--- src/rtl/kclock_pkg.sv ---
// Package for the keypad code lock core: key codes, lock modes, result codes.
// Used by keypad_code_lock_fsm_core. No dependencies.
package kclock_pkg;

    // Number of keys in one entry
    localparam int CODE_LEN = 4;
    localparam int POS_W    = (CODE_LEN > 1) ? $clog2(CODE_LEN) : 1;
    localparam int IDX_W    = POS_W + 1;
    localparam int KEY_W    = 4;

    // Master code, zero-extended so every key nibble can be selected
    localparam int MASTER_W     = 16;
    localparam int MASTER_EXT_W = (KEY_W * CODE_LEN > MASTER_W) ? KEY_W * CODE_LEN : MASTER_W;
    localparam int ATTEMPT_W    = 4;
    localparam int CFG_DATA_W   = MASTER_W;

    // Reset values of the configuration registers
    localparam logic [MASTER_W-1:0]  MASTER_CODE_RST  = 16'h1234;
    localparam logic [ATTEMPT_W-1:0] MAX_ATTEMPTS_RST = 4'd3;
    localparam logic [ATTEMPT_W-1:0] MISS_MAX         = 4'd15;

    // Configuration register indexes
    localparam logic CFG_MASTER_CODE  = 1'b0;
    localparam logic CFG_MAX_ATTEMPTS = 1'b1;

    // Key codes
    localparam logic [KEY_W-1:0] KEY_A    = 4'd10;
    localparam logic [KEY_W-1:0] KEY_D    = 4'd13;
    localparam logic [KEY_W-1:0] KEY_STAR = 4'd14;
    localparam logic [KEY_W-1:0] KEY_HASH = 4'd15;

    // Request kinds
    localparam logic REQ_KEY    = 1'b0;
    localparam logic REQ_MASTER = 1'b1;

    // Motor commands
    localparam logic [1:0] MOTOR_NONE  = 2'd0;
    localparam logic [1:0] MOTOR_CLOSE = 2'd1;
    localparam logic [1:0] MOTOR_OPEN  = 2'd2;

    // Status codes
    localparam logic [2:0] ST_KEY_TAKEN  = 3'd0;
    localparam logic [2:0] ST_INCOMPLETE = 3'd1;
    localparam logic [2:0] ST_STORED     = 3'd2;
    localparam logic [2:0] ST_OPENING    = 3'd3;
    localparam logic [2:0] ST_INCORRECT  = 3'd4;
    localparam logic [2:0] ST_LOCKED     = 3'd5;
    localparam logic [2:0] ST_MASTER     = 3'd6;

    // Output mode codes
    localparam logic [1:0] MODE_CODE_OPEN   = 2'd0;
    localparam logic [1:0] MODE_CODE_CLOSED = 2'd1;
    localparam logic [1:0] MODE_CODE_LOCKED = 2'd2;
    localparam logic [1:0] MODE_CODE_MASTER = 2'd3;

    // Lock mode, one-hot
    typedef enum logic [3:0] {
        MODE_OPEN   = 4'b0001,
        MODE_CLOSED = 4'b0010,
        MODE_LOCKED = 4'b0100,
        MODE_MASTER = 4'b1000
    } mode_t;

    typedef logic [KEY_W-1:0] key_t;

    // Encode the one-hot mode into the 2-bit output code
    function automatic logic [1:0] mode_code(input mode_t m);
        logic [1:0] c;
        case (m)
            MODE_OPEN:   c = MODE_CODE_OPEN;
            MODE_CLOSED: c = MODE_CODE_CLOSED;
            MODE_LOCKED: c = MODE_CODE_LOCKED;
            MODE_MASTER: c = MODE_CODE_MASTER;
            default:     c = MODE_CODE_OPEN;
        endcase
        return c;
    endfunction

endpackage

--- src/rtl/keypad_code_lock_fsm_core.sv ---
// Keypad code lock core: entry ring, user/master code compare, miss lockout.
// Depends on kclock_pkg.
//
// Path from input transaction to result: input register, then result register.
// Throughput: one transaction per cycle while m_tready does not stall the result; the lock
// state updates as each item leaves the input register, so the next item already sees it.
// Reset (aresetn, synchronous, active low): open mode, all slots empty, position 0,
// miss count 0, master code 0x1234, max attempts 3. The user code has no reset.
module keypad_code_lock_fsm_core (
    input  logic        aclk,
    input  logic        aresetn,
    // Configuration write port
    input  logic        cfg_we,
    input  logic        cfg_addr,
    input  logic [kclock_pkg::CFG_DATA_W-1:0] cfg_wdata,
    // Input stream
    input  logic        s_tvalid,
    output logic        s_tready,
    input  logic [7:0]  s_tdata,   // [3:0] key, [7:4] zero
    input  logic [0:0]  s_tuser,   // [0] req_type
    // Result stream
    output logic        m_tvalid,
    input  logic        m_tready,
    output logic [7:0]  m_tdata    // [1:0] mode, [3:2] motor_cmd, [6:4] status, [7] blink
);
    import kclock_pkg::*;

    // Configuration registers
    logic [MASTER_W-1:0]  master_code_reg;
    logic [ATTEMPT_W-1:0] max_attempts_reg;

    // Input register
    logic in_valid_reg;
    logic req_type_reg;
    key_t key_reg;

    // Lock state
    mode_t                mode_reg, mode_next;
    key_t                 slots_reg [CODE_LEN];
    key_t                 slots_next [CODE_LEN];
    logic [POS_W-1:0]     write_pos_reg, write_pos_next;
    key_t                 user_code_reg [CODE_LEN];
    logic [ATTEMPT_W-1:0] miss_count_reg, miss_count_next;

    // Result register
    logic       out_valid_reg;
    logic [7:0] out_data_reg, out_data_next;

    // Decode signals
    logic                    advance;
    logic                    store_code;
    logic                    full;
    logic                    match;
    logic [1:0]              motor;
    logic [2:0]              status;
    logic                    blink;
    logic [ATTEMPT_W-1:0]    miss_inc;
    logic [MASTER_EXT_W-1:0] master_ext;
    key_t                    ordered [CODE_LEN];
    key_t                    want;
    logic [IDX_W-1:0]        idx_sum;

    // Handshake: input register advances when the result register is free or draining
    assign advance  = in_valid_reg && (!out_valid_reg || m_tready);
    assign s_tready = !in_valid_reg || advance;
    assign m_tvalid = out_valid_reg;
    assign m_tdata  = out_data_reg;

    assign master_ext = MASTER_EXT_W'(master_code_reg);
    assign miss_inc   = (miss_count_reg < MISS_MAX) ? miss_count_reg + 1'b1 : miss_count_reg;

    // Entry read from oldest slot: ring index (write_pos + i) mod CODE_LEN
    always_comb begin
        for (int i = 0; i < CODE_LEN; i++) begin
            idx_sum = IDX_W'(write_pos_reg) + IDX_W'(i);
            if (idx_sum >= IDX_W'(CODE_LEN)) begin
                idx_sum = idx_sum - IDX_W'(CODE_LEN);
            end
            ordered[i] = slots_reg[idx_sum[POS_W-1:0]];
        end
    end

    // Entry complete and compare against user or master code
    always_comb begin
        full  = 1'b1;
        match = 1'b1;
        for (int i = 0; i < CODE_LEN; i++) begin
            if (slots_reg[i] == KEY_STAR) begin
                full = 1'b0;
            end
            want = (mode_reg == MODE_CLOSED) ? user_code_reg[i]
                                             : master_ext[KEY_W*(CODE_LEN-1-i) +: KEY_W];
            if (ordered[i] != want) begin
                match = 1'b0;
            end
        end
    end

    // Next-state and result decode
    always_comb begin
        mode_next       = mode_reg;
        slots_next      = slots_reg;
        write_pos_next  = write_pos_reg;
        miss_count_next = miss_count_reg;
        store_code      = 1'b0;
        motor           = MOTOR_NONE;
        status          = ST_KEY_TAKEN;
        blink           = 1'b0;

        if (req_type_reg == REQ_MASTER) begin
            mode_next = MODE_MASTER;
            status    = ST_MASTER;
        end else begin
            blink = (mode_reg == MODE_LOCKED);
            if (key_reg inside {[KEY_A:KEY_D]}) begin
                status = ST_KEY_TAKEN;
            end else if (key_reg != KEY_HASH) begin
                // Typed key or star goes into the ring
                slots_next[write_pos_reg] = key_reg;
                write_pos_next = (write_pos_reg == POS_W'(CODE_LEN-1)) ? '0
                                                                       : write_pos_reg + 1'b1;
            end else if (!full) begin
                status = ST_INCOMPLETE;
                if (mode_reg == MODE_OPEN) begin
                    for (int i = 0; i < CODE_LEN; i++) slots_next[i] = KEY_STAR;
                    write_pos_next = '0;
                end
            end else begin
                // Complete submission always empties the ring
                for (int i = 0; i < CODE_LEN; i++) slots_next[i] = KEY_STAR;
                write_pos_next = '0;
                if (mode_reg == MODE_OPEN) begin
                    store_code      = 1'b1;
                    motor           = MOTOR_CLOSE;
                    status          = ST_STORED;
                    miss_count_next = '0;
                    mode_next       = MODE_CLOSED;
                end else if (match) begin
                    motor     = MOTOR_OPEN;
                    status    = ST_OPENING;
                    mode_next = MODE_OPEN;
                end else if (mode_reg == MODE_CLOSED) begin
                    miss_count_next = miss_inc;
                    if (miss_inc >= max_attempts_reg) begin
                        mode_next = MODE_LOCKED;
                        status    = ST_LOCKED;
                    end else begin
                        status = ST_INCORRECT;
                    end
                end else begin
                    status = ST_INCORRECT;
                end
            end
        end

        out_data_next = {blink, status, motor, mode_code(mode_next)};
    end

    // Configuration registers
    always_ff @(posedge aclk) begin
        if (!aresetn) begin
            master_code_reg  <= MASTER_CODE_RST;
            max_attempts_reg <= MAX_ATTEMPTS_RST;
        end else if (cfg_we) begin
            case (cfg_addr)
                CFG_MASTER_CODE:  master_code_reg  <= cfg_wdata[MASTER_W-1:0];
                CFG_MAX_ATTEMPTS: max_attempts_reg <= cfg_wdata[ATTEMPT_W-1:0];
                default: ;
            endcase
        end
    end

    // Input register
    always_ff @(posedge aclk) begin
        if (!aresetn) begin
            in_valid_reg <= 1'b0;
        end else if (s_tready) begin
            in_valid_reg <= s_tvalid;
        end
        if (s_tvalid && s_tready) begin
            req_type_reg <= s_tuser[0];
            key_reg      <= s_tdata[KEY_W-1:0];
        end
    end

    // Lock state update, one item per advance
    always_ff @(posedge aclk) begin
        if (!aresetn) begin
            mode_reg       <= MODE_OPEN;
            write_pos_reg  <= '0;
            miss_count_reg <= '0;
            for (int i = 0; i < CODE_LEN; i++) slots_reg[i] <= KEY_STAR;
        end else if (advance) begin
            mode_reg       <= mode_next;
            write_pos_reg  <= write_pos_next;
            miss_count_reg <= miss_count_next;
            slots_reg      <= slots_next;
        end
    end

    // User code store, no reset
    always_ff @(posedge aclk) begin
        if (advance && store_code) begin
            user_code_reg <= ordered;
        end
    end

    // Result register
    always_ff @(posedge aclk) begin
        if (!aresetn) begin
            out_valid_reg <= 1'b0;
        end else if (advance) begin
            out_valid_reg <= 1'b1;
        end else if (m_tready) begin
            out_valid_reg <= 1'b0;
        end
        if (advance) begin
            out_data_reg <= out_data_next;
        end
    end

`ifndef ASSERT_OFF
    // Master event always lands in master mode
    a_master_mode: assert property (@(posedge aclk) disable iff (!aresetn)
        advance && (req_type_reg == REQ_MASTER) |=> mode_reg == MODE_MASTER)
        else $error("master event did not enter master mode");

    // A complete submission rewinds the ring
    a_submit_clear: assert property (@(posedge aclk) disable iff (!aresetn)
        advance && (req_type_reg == REQ_KEY) && (key_reg == KEY_HASH) && full
        |=> write_pos_reg == '0)
        else $error("ring not rewound after submission");

    // Items handled in locked mode never touch the miss count
    a_locked_miss: assert property (@(posedge aclk) disable iff (!aresetn)
        advance && (mode_reg == MODE_LOCKED) |=> $stable(miss_count_reg))
        else $error("miss count changed in locked mode");

    // Close command only comes with a stored code
    a_close_status: assert property (@(posedge aclk) disable iff (!aresetn)
        m_tvalid && (m_tdata[3:2] == MOTOR_CLOSE) |-> m_tdata[6:4] == ST_STORED)
        else $error("close command without stored code");

    // A result waiting to be taken is not overwritten
    a_no_overwrite: assert property (@(posedge aclk) disable iff (!aresetn)
        out_valid_reg && !m_tready |-> !advance)
        else $error("pending result overwritten");
`endif

endmodule
--- config.mk ---
export PLATFORM = sky130hd
export DESIGN_NAME = keypad_code_lock_fsm_core
export DESIGN_NICKNAME = d
export VERILOG_FILES = /design/src/rtl/kclock_pkg.sv /design/src/rtl/keypad_code_lock_fsm_core.sv
export SDC_FILE = /design/constraint.sdc
export NUM_CORES = 1
export LEC_CHECK = 0
export ABC_AREA = 1
export BUFFER_PORTS_ARGS = -buffer_cell sky130_fd_sc_hd__buf_2
export CAP_MARGIN = 25
export CORE_ASPECT_RATIO = 1.2
export CORE_MARGIN = 2
export CORE_UTILIZATION = 54
export DETAILED_ROUTE_END_ITERATION = 10
export PLACE_DENSITY = 0.84
export SLEW_MARGIN = 20
export SYNTH_ARGS = -nofsm -noshare
export SYNTH_HDL_FRONTEND = slang
export SYNTH_SLANG_ARGS = --single-unit
--- constraint.sdc ---
create_clock -name aclk -period 2.8 [get_ports aclk]
set_input_delay 0.28 -clock aclk [delete_from_list [all_inputs] [get_ports aclk]]
set_output_delay 0.28 -clock aclk [all_outputs]
set_load 0.005 [all_outputs]
Word-level counts from Yosys, hierarchy flattened:

Cells that the tools add are included.

* add/subtract/negate cells: 9
* magnitude comparators: 14
* eq/ne operators: 17
* mux-type cells: 67
* bitwise operators: 10
* reduce and logical (&&, ||, !) cells: 19

Operators with widths (count)
* two-way mux 4 bit: 25
* two-way mux 16 bit: 3
* binary-select mux 4 bit (select 2 bit): 4
* >= comparator 3 bit, second input constant: 8
* == test 4 bit, second input constant: 5
* two-way mux 2 bit: 9
* two-way mux 3 bit: 6
* two-way mux 1 bit: 17
* bitwise mux 16 bit: 1
* inequality test 4 bit: 4
* inverter 2 -> 3 bit: 5
* demux 4 bit (select 2 bit): 1
* == test 4 x 2 -> 1 bit, second input constant: 2
* == test 4 x 3 -> 1 bit, second input constant: 2
* subtractor 2 x 1 -> 2 bit, second input constant: 4
* AND reduction 7 bit: 1
* adder 2 x 2 -> 3 bit, second input constant: 2
* one-hot mux 2 bit (3 select lines): 1
* logical AND 1 bit: 5
* inverter 1 bit: 5
* OR reduction 5 bit: 1
* adder 4 x 1 -> 4 bit, second input constant: 1
* == test 4 x 1 -> 1 bit, second input constant: 1
* >= comparator 4 bit: 1
* other kinds (18): 22

* register bits: 77
* output and inout port bits: 10
* logic and storage cells: 158

Logic depth before layout (Yosys ltp):

* depth after elaboration: 19
* mapped depth: 22
* mapped depth without buffers: 19

Least setup slack after synthesis:

No wires, ideal clock.

* path type: reg-to-reg
* from: register write_pos_reg[0]
* to: register out_data_reg[0] (netlist: m_tdata[0]), data pin
* arrival time: 2.393 ns
* data required time: 2.547 ns
* slack: 0.154 ns
* stages on the path, launching flop included: 22
* path through: dfxtp_1 > buf_4 > inv_4 > buf_6 > ha_1 > buf_2 > inv_1 > buf_2 > nand3_1 > nand2_1 > nand2_1 > nand2_1 > nor2_1 > nand2_1 > nor2_2 > nand2_2 > nand2_2 > nand2_2 > a21oi_2 > nand2_1 > nand2_1 > nor2_1

* longest elaborated chain between the ends: 19
* elaborated cells on any way between the ends: 49
* those cells by class: 7 x add/sub; 4 x order compare; 7 x eq/ne; 27 x mux; 4 x bitwise

RTL lines
* start, declared: RTL line keypad_code_lock_fsm_core.sv:41 `logic [POS_W-1:0] write_pos_reg, write_pos_next;`
* start signal, assigned: RTL line keypad_code_lock_fsm_core.sv:195 `write_pos_reg <= write_pos_next;`
* adder 2 x 1 -> 3 bit (tied with other cells): RTL line keypad_code_lock_fsm_core.sv:75 `idx_sum = IDX_W'(write_pos_reg) + IDX_W'(i);`
* >= comparator 3 bit (tied with other cells): RTL line keypad_code_lock_fsm_core.sv:76 `if (idx_sum >= IDX_W'(CODE_LEN)) begin`
* two-way mux 2 bit / inverter 2 -> 3 bit (equally long branches): RTL line keypad_code_lock_fsm_core.sv:76, keypad_code_lock_fsm_core.sv:79
* inverter 2 -> 3 bit (not written as such) / binary-select mux 4 bit (select 2 bit) (equally long branches): RTL line keypad_code_lock_fsm_core.sv:79 `ordered[i] = slots_reg[idx_sum[POS_W-1:0]];`
* binary-select mux 4 bit (select 2 bit) / two-way mux 4 bit (equally long branches): RTL line keypad_code_lock_fsm_core.sv:79
* two-way mux 4 bit (not written as such): RTL line keypad_code_lock_fsm_core.sv:79
* two-way mux 4 bit (not written as such) / inequality test 4 bit (equally long branches): RTL line keypad_code_lock_fsm_core.sv:79, keypad_code_lock_fsm_core.sv:93
* inequality test 4 bit / two-way mux 1 bit (equally long branches): RTL line keypad_code_lock_fsm_core.sv:93 `if (ordered[i] != want) begin`
* [... 3 more ...]
* two-way mux 4 bit *: RTL line keypad_code_lock_fsm_core.sv:138 `end else if (match) begin`
* two-way mux 4 bit *: RTL line keypad_code_lock_fsm_core.sv:132 `if (mode_reg == MODE_OPEN) begin`
* two-way mux 4 bit *: RTL line keypad_code_lock_fsm_core.sv:122 `end else if (!full) begin`
* two-way mux 4 bit *: RTL line keypad_code_lock_fsm_core.sv:117 `end else if (key_reg != KEY_HASH) begin`
* two-way mux 4 bit *: RTL line keypad_code_lock_fsm_core.sv:115 `if (key_reg inside {[KEY_A:KEY_D]}) begin`
* two-way mux 4 bit *: RTL line keypad_code_lock_fsm_core.sv:110 `if (req_type_reg == REQ_MASTER) begin`
* == test 4 bit (tied with other cells): RTL line kclock_pkg.sv:69 `case (m)`
* one-hot mux 2 bit (3 select lines) *: RTL line kclock_pkg.sv:69
* end signal, assigned: RTL line keypad_code_lock_fsm_core.sv:218 `out_data_reg <= out_data_next;`
* end, declared: RTL line keypad_code_lock_fsm_core.sv:47 `logic [7:0] out_data_reg, out_data_next;`

Every way passes the cells marked *; elsewhere a longest branch is shown, timed or not. The select of a mux whose other input is x is not followed.
A chain may end at the register's enable or synchronous reset.

Worst setup path in the final report:

* from: register miss_count_reg[1]
* to: register out_data_reg[0] (netlist: m_tdata[0]), data pin

* longest elaborated chain between the ends: 13
* elaborated cells on any way between the ends: 16
* those cells by class: 1 x add/sub; 2 x order compare; 3 x eq/ne; 10 x mux

RTL lines
* start, declared: RTL line keypad_code_lock_fsm_core.sv:43 `logic [ATTEMPT_W-1:0] miss_count_reg, miss_count_next;`
* start signal, assigned: RTL line keypad_code_lock_fsm_core.sv:196 `miss_count_reg <= miss_count_next;`
* adder 4 x 1 -> 4 bit / less-than comparator 4 bit (equally long branches): RTL line keypad_code_lock_fsm_core.sv:70 `assign miss_inc = (miss_count_reg < MISS_MAX) ? miss_count_reg + 1'b1 : miss_count_reg;`
* two-way mux 4 bit *: RTL line keypad_code_lock_fsm_core.sv:70
* >= comparator 4 bit *: RTL line keypad_code_lock_fsm_core.sv:144 `if (miss_inc >= max_attempts_reg) begin`
* two-way mux 4 bit *: RTL line keypad_code_lock_fsm_core.sv:144
* two-way mux 4 bit *: RTL line keypad_code_lock_fsm_core.sv:142 `end else if (mode_reg == MODE_CLOSED) begin`
* two-way mux 4 bit *: RTL line keypad_code_lock_fsm_core.sv:138
* two-way mux 4 bit *: RTL line keypad_code_lock_fsm_core.sv:132
* two-way mux 4 bit *: RTL line keypad_code_lock_fsm_core.sv:122
* two-way mux 4 bit *: RTL line keypad_code_lock_fsm_core.sv:117
* two-way mux 4 bit *: RTL line keypad_code_lock_fsm_core.sv:115
* two-way mux 4 bit *: RTL line keypad_code_lock_fsm_core.sv:110
* == test 4 bit (tied with other cells): RTL line kclock_pkg.sv:69
* one-hot mux 2 bit (3 select lines) *: RTL line kclock_pkg.sv:69

Every way passes the cells marked *; elsewhere a longest branch is shown, timed or not.

==> flow_summary.toml <==
[cells_and_area]
area_growth_syn_to_layout_pct = 11.76
post-route-cell-area_um2 = 4875
finalNonFillerCells = 757
fin_nets = 701
share_of_cells_above_drive_strength_1_pct = 13.98
layout.filler_cells = 676
num_antenna_cells = 0
utilization_pct = 62.89

[route]
top_layer_used = "met4"
postRouteAntennaNets = 0
drt_first_iter_violations = 287
route.final.wire_length_um = 10250
met2WireLength_um = 4981
drtPass1Iterations = 5
post_drt_via_cell_ratio = 5.458
route.layer.met1.wl_um = 4451
vias = 4132
dr_wl_met3_um = 582
avgRoutedWirePerCell_um = 13.54
drc_errors = 0

[pwr]
vdd_drop_max_mv = 0.3476
cellInternalPower_mw = 1.725
power_density_nw_per_um2 = 489.6
power.combinational.fraction_pct = 14.1
power.share.clock_pct = 34.2
switching_power_uw = 661.7
power_mw = 2.387
cellLeakagePower_nw = 2.427
switching_share_pct = 27.73
seq_power_share_pct = 51.7

[floorplan]
floorplan.initialDensity_pct = 56.27
x_dimension_of_the_die_um = 86.04
floorplan.die.height_um = 102.5
dieArea_um2 = 8815
io_pins = 41
core_area_um2 = 7751
site_row_count = 35

[sta]
final_period_minus_worst_setup_slack_ps = 2749
drv_slew = 0
timing.clock.skew_ps = 14.87
timing.setup.tns_ps = 0
max-slew-margin-rel_pct = 67.02
max_freq_mhz = 363.8
worst-slew-pin-transition_ps = 494.1
report.final.setup_viol = 0
setup_repair_after_global_routing_missed_its_margin = "yes"
period_share_pct = 98.17
finalHoldViolations = 0

[synthesis]
synth_top_flop_cell = "sky130_fd_sc_hd__dfxtp_1"
ys_top_cells_by_area = "sky130_fd_sc_hd__dfxtp_1, sky130_fd_sc_hd__nand2_1, sky130_fd_sc_hd__edfxtp_1"
netlist_instances = 620
post_synth_net_total = 660
synth_area_per_cell_um2 = 7.035
synthesis.area_um2 = 4362
synth_warnings = 0
synth_edf_count = 29
sequential_element_share_of_the_synthesized_area_pct = 42.00
synth_largest_type_area_fraction_pct = 22.03
synth.most_common_cell = "sky130_fd_sc_hd__nand2_1"
synthArstFlopShare_pct = 0
synth.ff_latch_count = 77
synth.distinct_cells = 33
synth_area_leader_cell = "sky130_fd_sc_hd__dfxtp_1"
yosys-top-cells-count = "sky130_fd_sc_hd__nand2_1, sky130_fd_sc_hd__inv_1, sky130_fd_sc_hd__nand3_1"

[worst_setup_path]
worst_r2r_endpoint = "m_tdata[0]"
reg2reg_setup_slack_ps = 50
max_stage_delay_ps = 360
critPathKind = "reg -> reg"
crit_path_end_kind = "flip-flop"
arrival_ps = 2870
crit_path_start = "miss_count_reg[1]"
reg2regPathDepth = 20
slowest_stage = "sky130_fd_sc_hd__dfxtp_2"
largest_driver_fanout_on_the_critical_path = 3
worst_r2r_start = "miss_count_reg[1]"
worstPathRequired_ps = 2920
cp-start-kind = "flip-flop"
timing.critical_path.mode_cell = "sky130_fd_sc_hd__nand2_1"
critical_path.cell_chain = "ha_4, nand2_2, inv_2, nand2_2, buf_6, xor2_2, inv_1, ha_1, inv_1, a21boi_1, o21a_1, o21a_1, o21ai_2, nand2_1, nand2_1, nand2_1, nand2_1, nand2_2, nor2_2, nor2_1"

[global_route]
grt_overflow = 0
number_of_antenna_violations_at_the_first_check_in_global_routing = 0
grt.total_usage_pct = 24.03
grt_pass1_wl_um = 16770
maximum_number_of_pins_on_one_net_before_global_route_repair = 28
grt_pass1_vias = 3746

[clock_tree]
clock_tree.root_cell = "sky130_fd_sc_hd__clkbuf_8"
clk_pin_slew_ps = 90
clkSinkCount = 77
tritoncts_clock_tree = "built"
cts-buffers-inserted = 9
cts_hold_buf = 0
htree_levels = 3
clk_latency_ps = 350
clock_path_buffers = 2

[hold_path]
holdPathStages = 1
min-delay-start = "s_tdata[0]"
min_path_type = "in -> reg"
hold-path-endpoint = "key_reg[0]"

[placed_design]
placed_cells = 740
gpl.final_weighted_congestion = 0.9268
placed_cell_area_um2 = 4638
detailed_place_hpwl_um = 7464
io_buffer_count = 36

[flow_run]
max_cap_violations = 0

[status]
run_status = "finished, final reports clean"
cell families (layout without fill, tap and decap cells):
kind of cell | after synthesis | in the layout | share of synthesized area (%)
and+or+nand+nor | 351 | 351 | 34.22
buffers and inverters | 91 | 136 | 8.835
AOI/OAI and AO/OA | 89 | 89 | 11.70
DFF | 77 | 77 | 42.00
adders and majority gates | 9 | 9 | 2.582
xor gates and xnor gates | 2 | 2 | 0.4017
muxes | 1 | 1 | 0.2582
cell usage in the layout (no fill, tap or decap), types with 2 or more instances in the layout:
cell	instances
sky130_fd_sc_hd__dfxtp_1	46
sky130_fd_sc_hd__nand2_2	10
sky130_fd_sc_hd__o21ai_1	4
sky130_fd_sc_hd__o21ai_0	30
sky130_fd_sc_hd__inv_2	3
sky130_fd_sc_hd__dfxtp_2	2
sky130_fd_sc_hd__a211oi_1	2
sky130_fd_sc_hd__nor2_2	3
sky130_fd_sc_hd__nand4_1	4
sky130_fd_sc_hd__edfxtp_1	29
sky130_fd_sc_hd__buf_4	15
sky130_fd_sc_hd__buf_2	36
sky130_fd_sc_hd__o21a_1	4
sky130_fd_sc_hd__nand3_1	57
sky130_fd_sc_hd__nand3b_1	12
sky130_fd_sc_hd__clkinv_2	3
sky130_fd_sc_hd__nor2_4	2
sky130_fd_sc_hd__a21oi_1	28
sky130_fd_sc_hd__nor3_1	3
sky130_fd_sc_hd__inv_1	64
sky130_fd_sc_hd__nor2_1	26
sky130_fd_sc_hd__o211ai_1	16
sky130_fd_sc_hd__clkbuf_8	9
sky130_fd_sc_hd__nand2_1	233
sky130_fd_sc_hd__ha_1	8
metal layers:
metal	vias to the layer above	global-route usage, %
met5	-	0
met4	0	7.814
met3	22	5.250
met2	136	40.67
met1	1884	30.60
li1	2090	-
power groups by stage:
stage | Clock (mW) | Sequential, mW | Combinational (mW)
5_1_grt | 0.881 | 1.24 | 0.384
4_1_cts | 0.821 | 1.23 | 0.333
3_3_place_gp | 0 | 1.26 | 0.316
3_5_place_dp | 0 | 1.26 | 0.329
2_1_floorplan | 0 | 1.25 | 0.241
6_report | 0.817 | 1.23 | 0.336
stage by stage:
| step | hold slack [ps] | setup slack [ps] |
|---|---|---|
| after floorplan | 378.9 | 154.2 |
| after detailed placement | 453.0 | -85.87 |
| after CTS | 90.93 | 28.25 |
| after global placement | 446.3 | 61.19 |
| after global routing | 84.84 | -151.3 |
| final | 98.81 | 51.34 |
worst max-delay path: cells and delay by family, from the launching register on:
family                     cells  cell delay, ps
AOI/OAI and AO/OA              4             580
xor gates and xnor gates       1             160
adders and majority gates      2             430
buffers and inverters          4             310
DFF                            1             360
and+or+nand+nor                9             630
worst max-delay path by stage:
stage	to	slack, ps	depth (start not counted)
2_1_floorplan	m_tdata[0]	150	21
3_3_place_gp	m_tdata[0]	60	20
3_5_place_dp	m_tdata[0]	-90	20
4_1_cts	m_tdata[0]	30	20
5_1_grt	m_tdata[0]	-150	20
6_report	m_tdata[0]	50	20
final cells by class:
cell class	count	area, um^2	area share [%]
well taps	92	115.1	2.361
inverters	69	261.5	5.364
repair buffers	52	304.0	6.237
multi-input cells	452	2178	44.69
clock inverters	5	53.80	1.104
flip-flops and latches	77	1834	37.63
clock buffers	10	127.6	2.618
repair_timing:
item / in CTS / in global routing
cloned: 0 / 0
gates resized for setup: 2 / 13
setup buffers: 0 / 2
pin swaps: 0 / 9
endpoints found under the setup margin: 2 / 4
No activity file was read; power rests on OpenSTA's default activity.
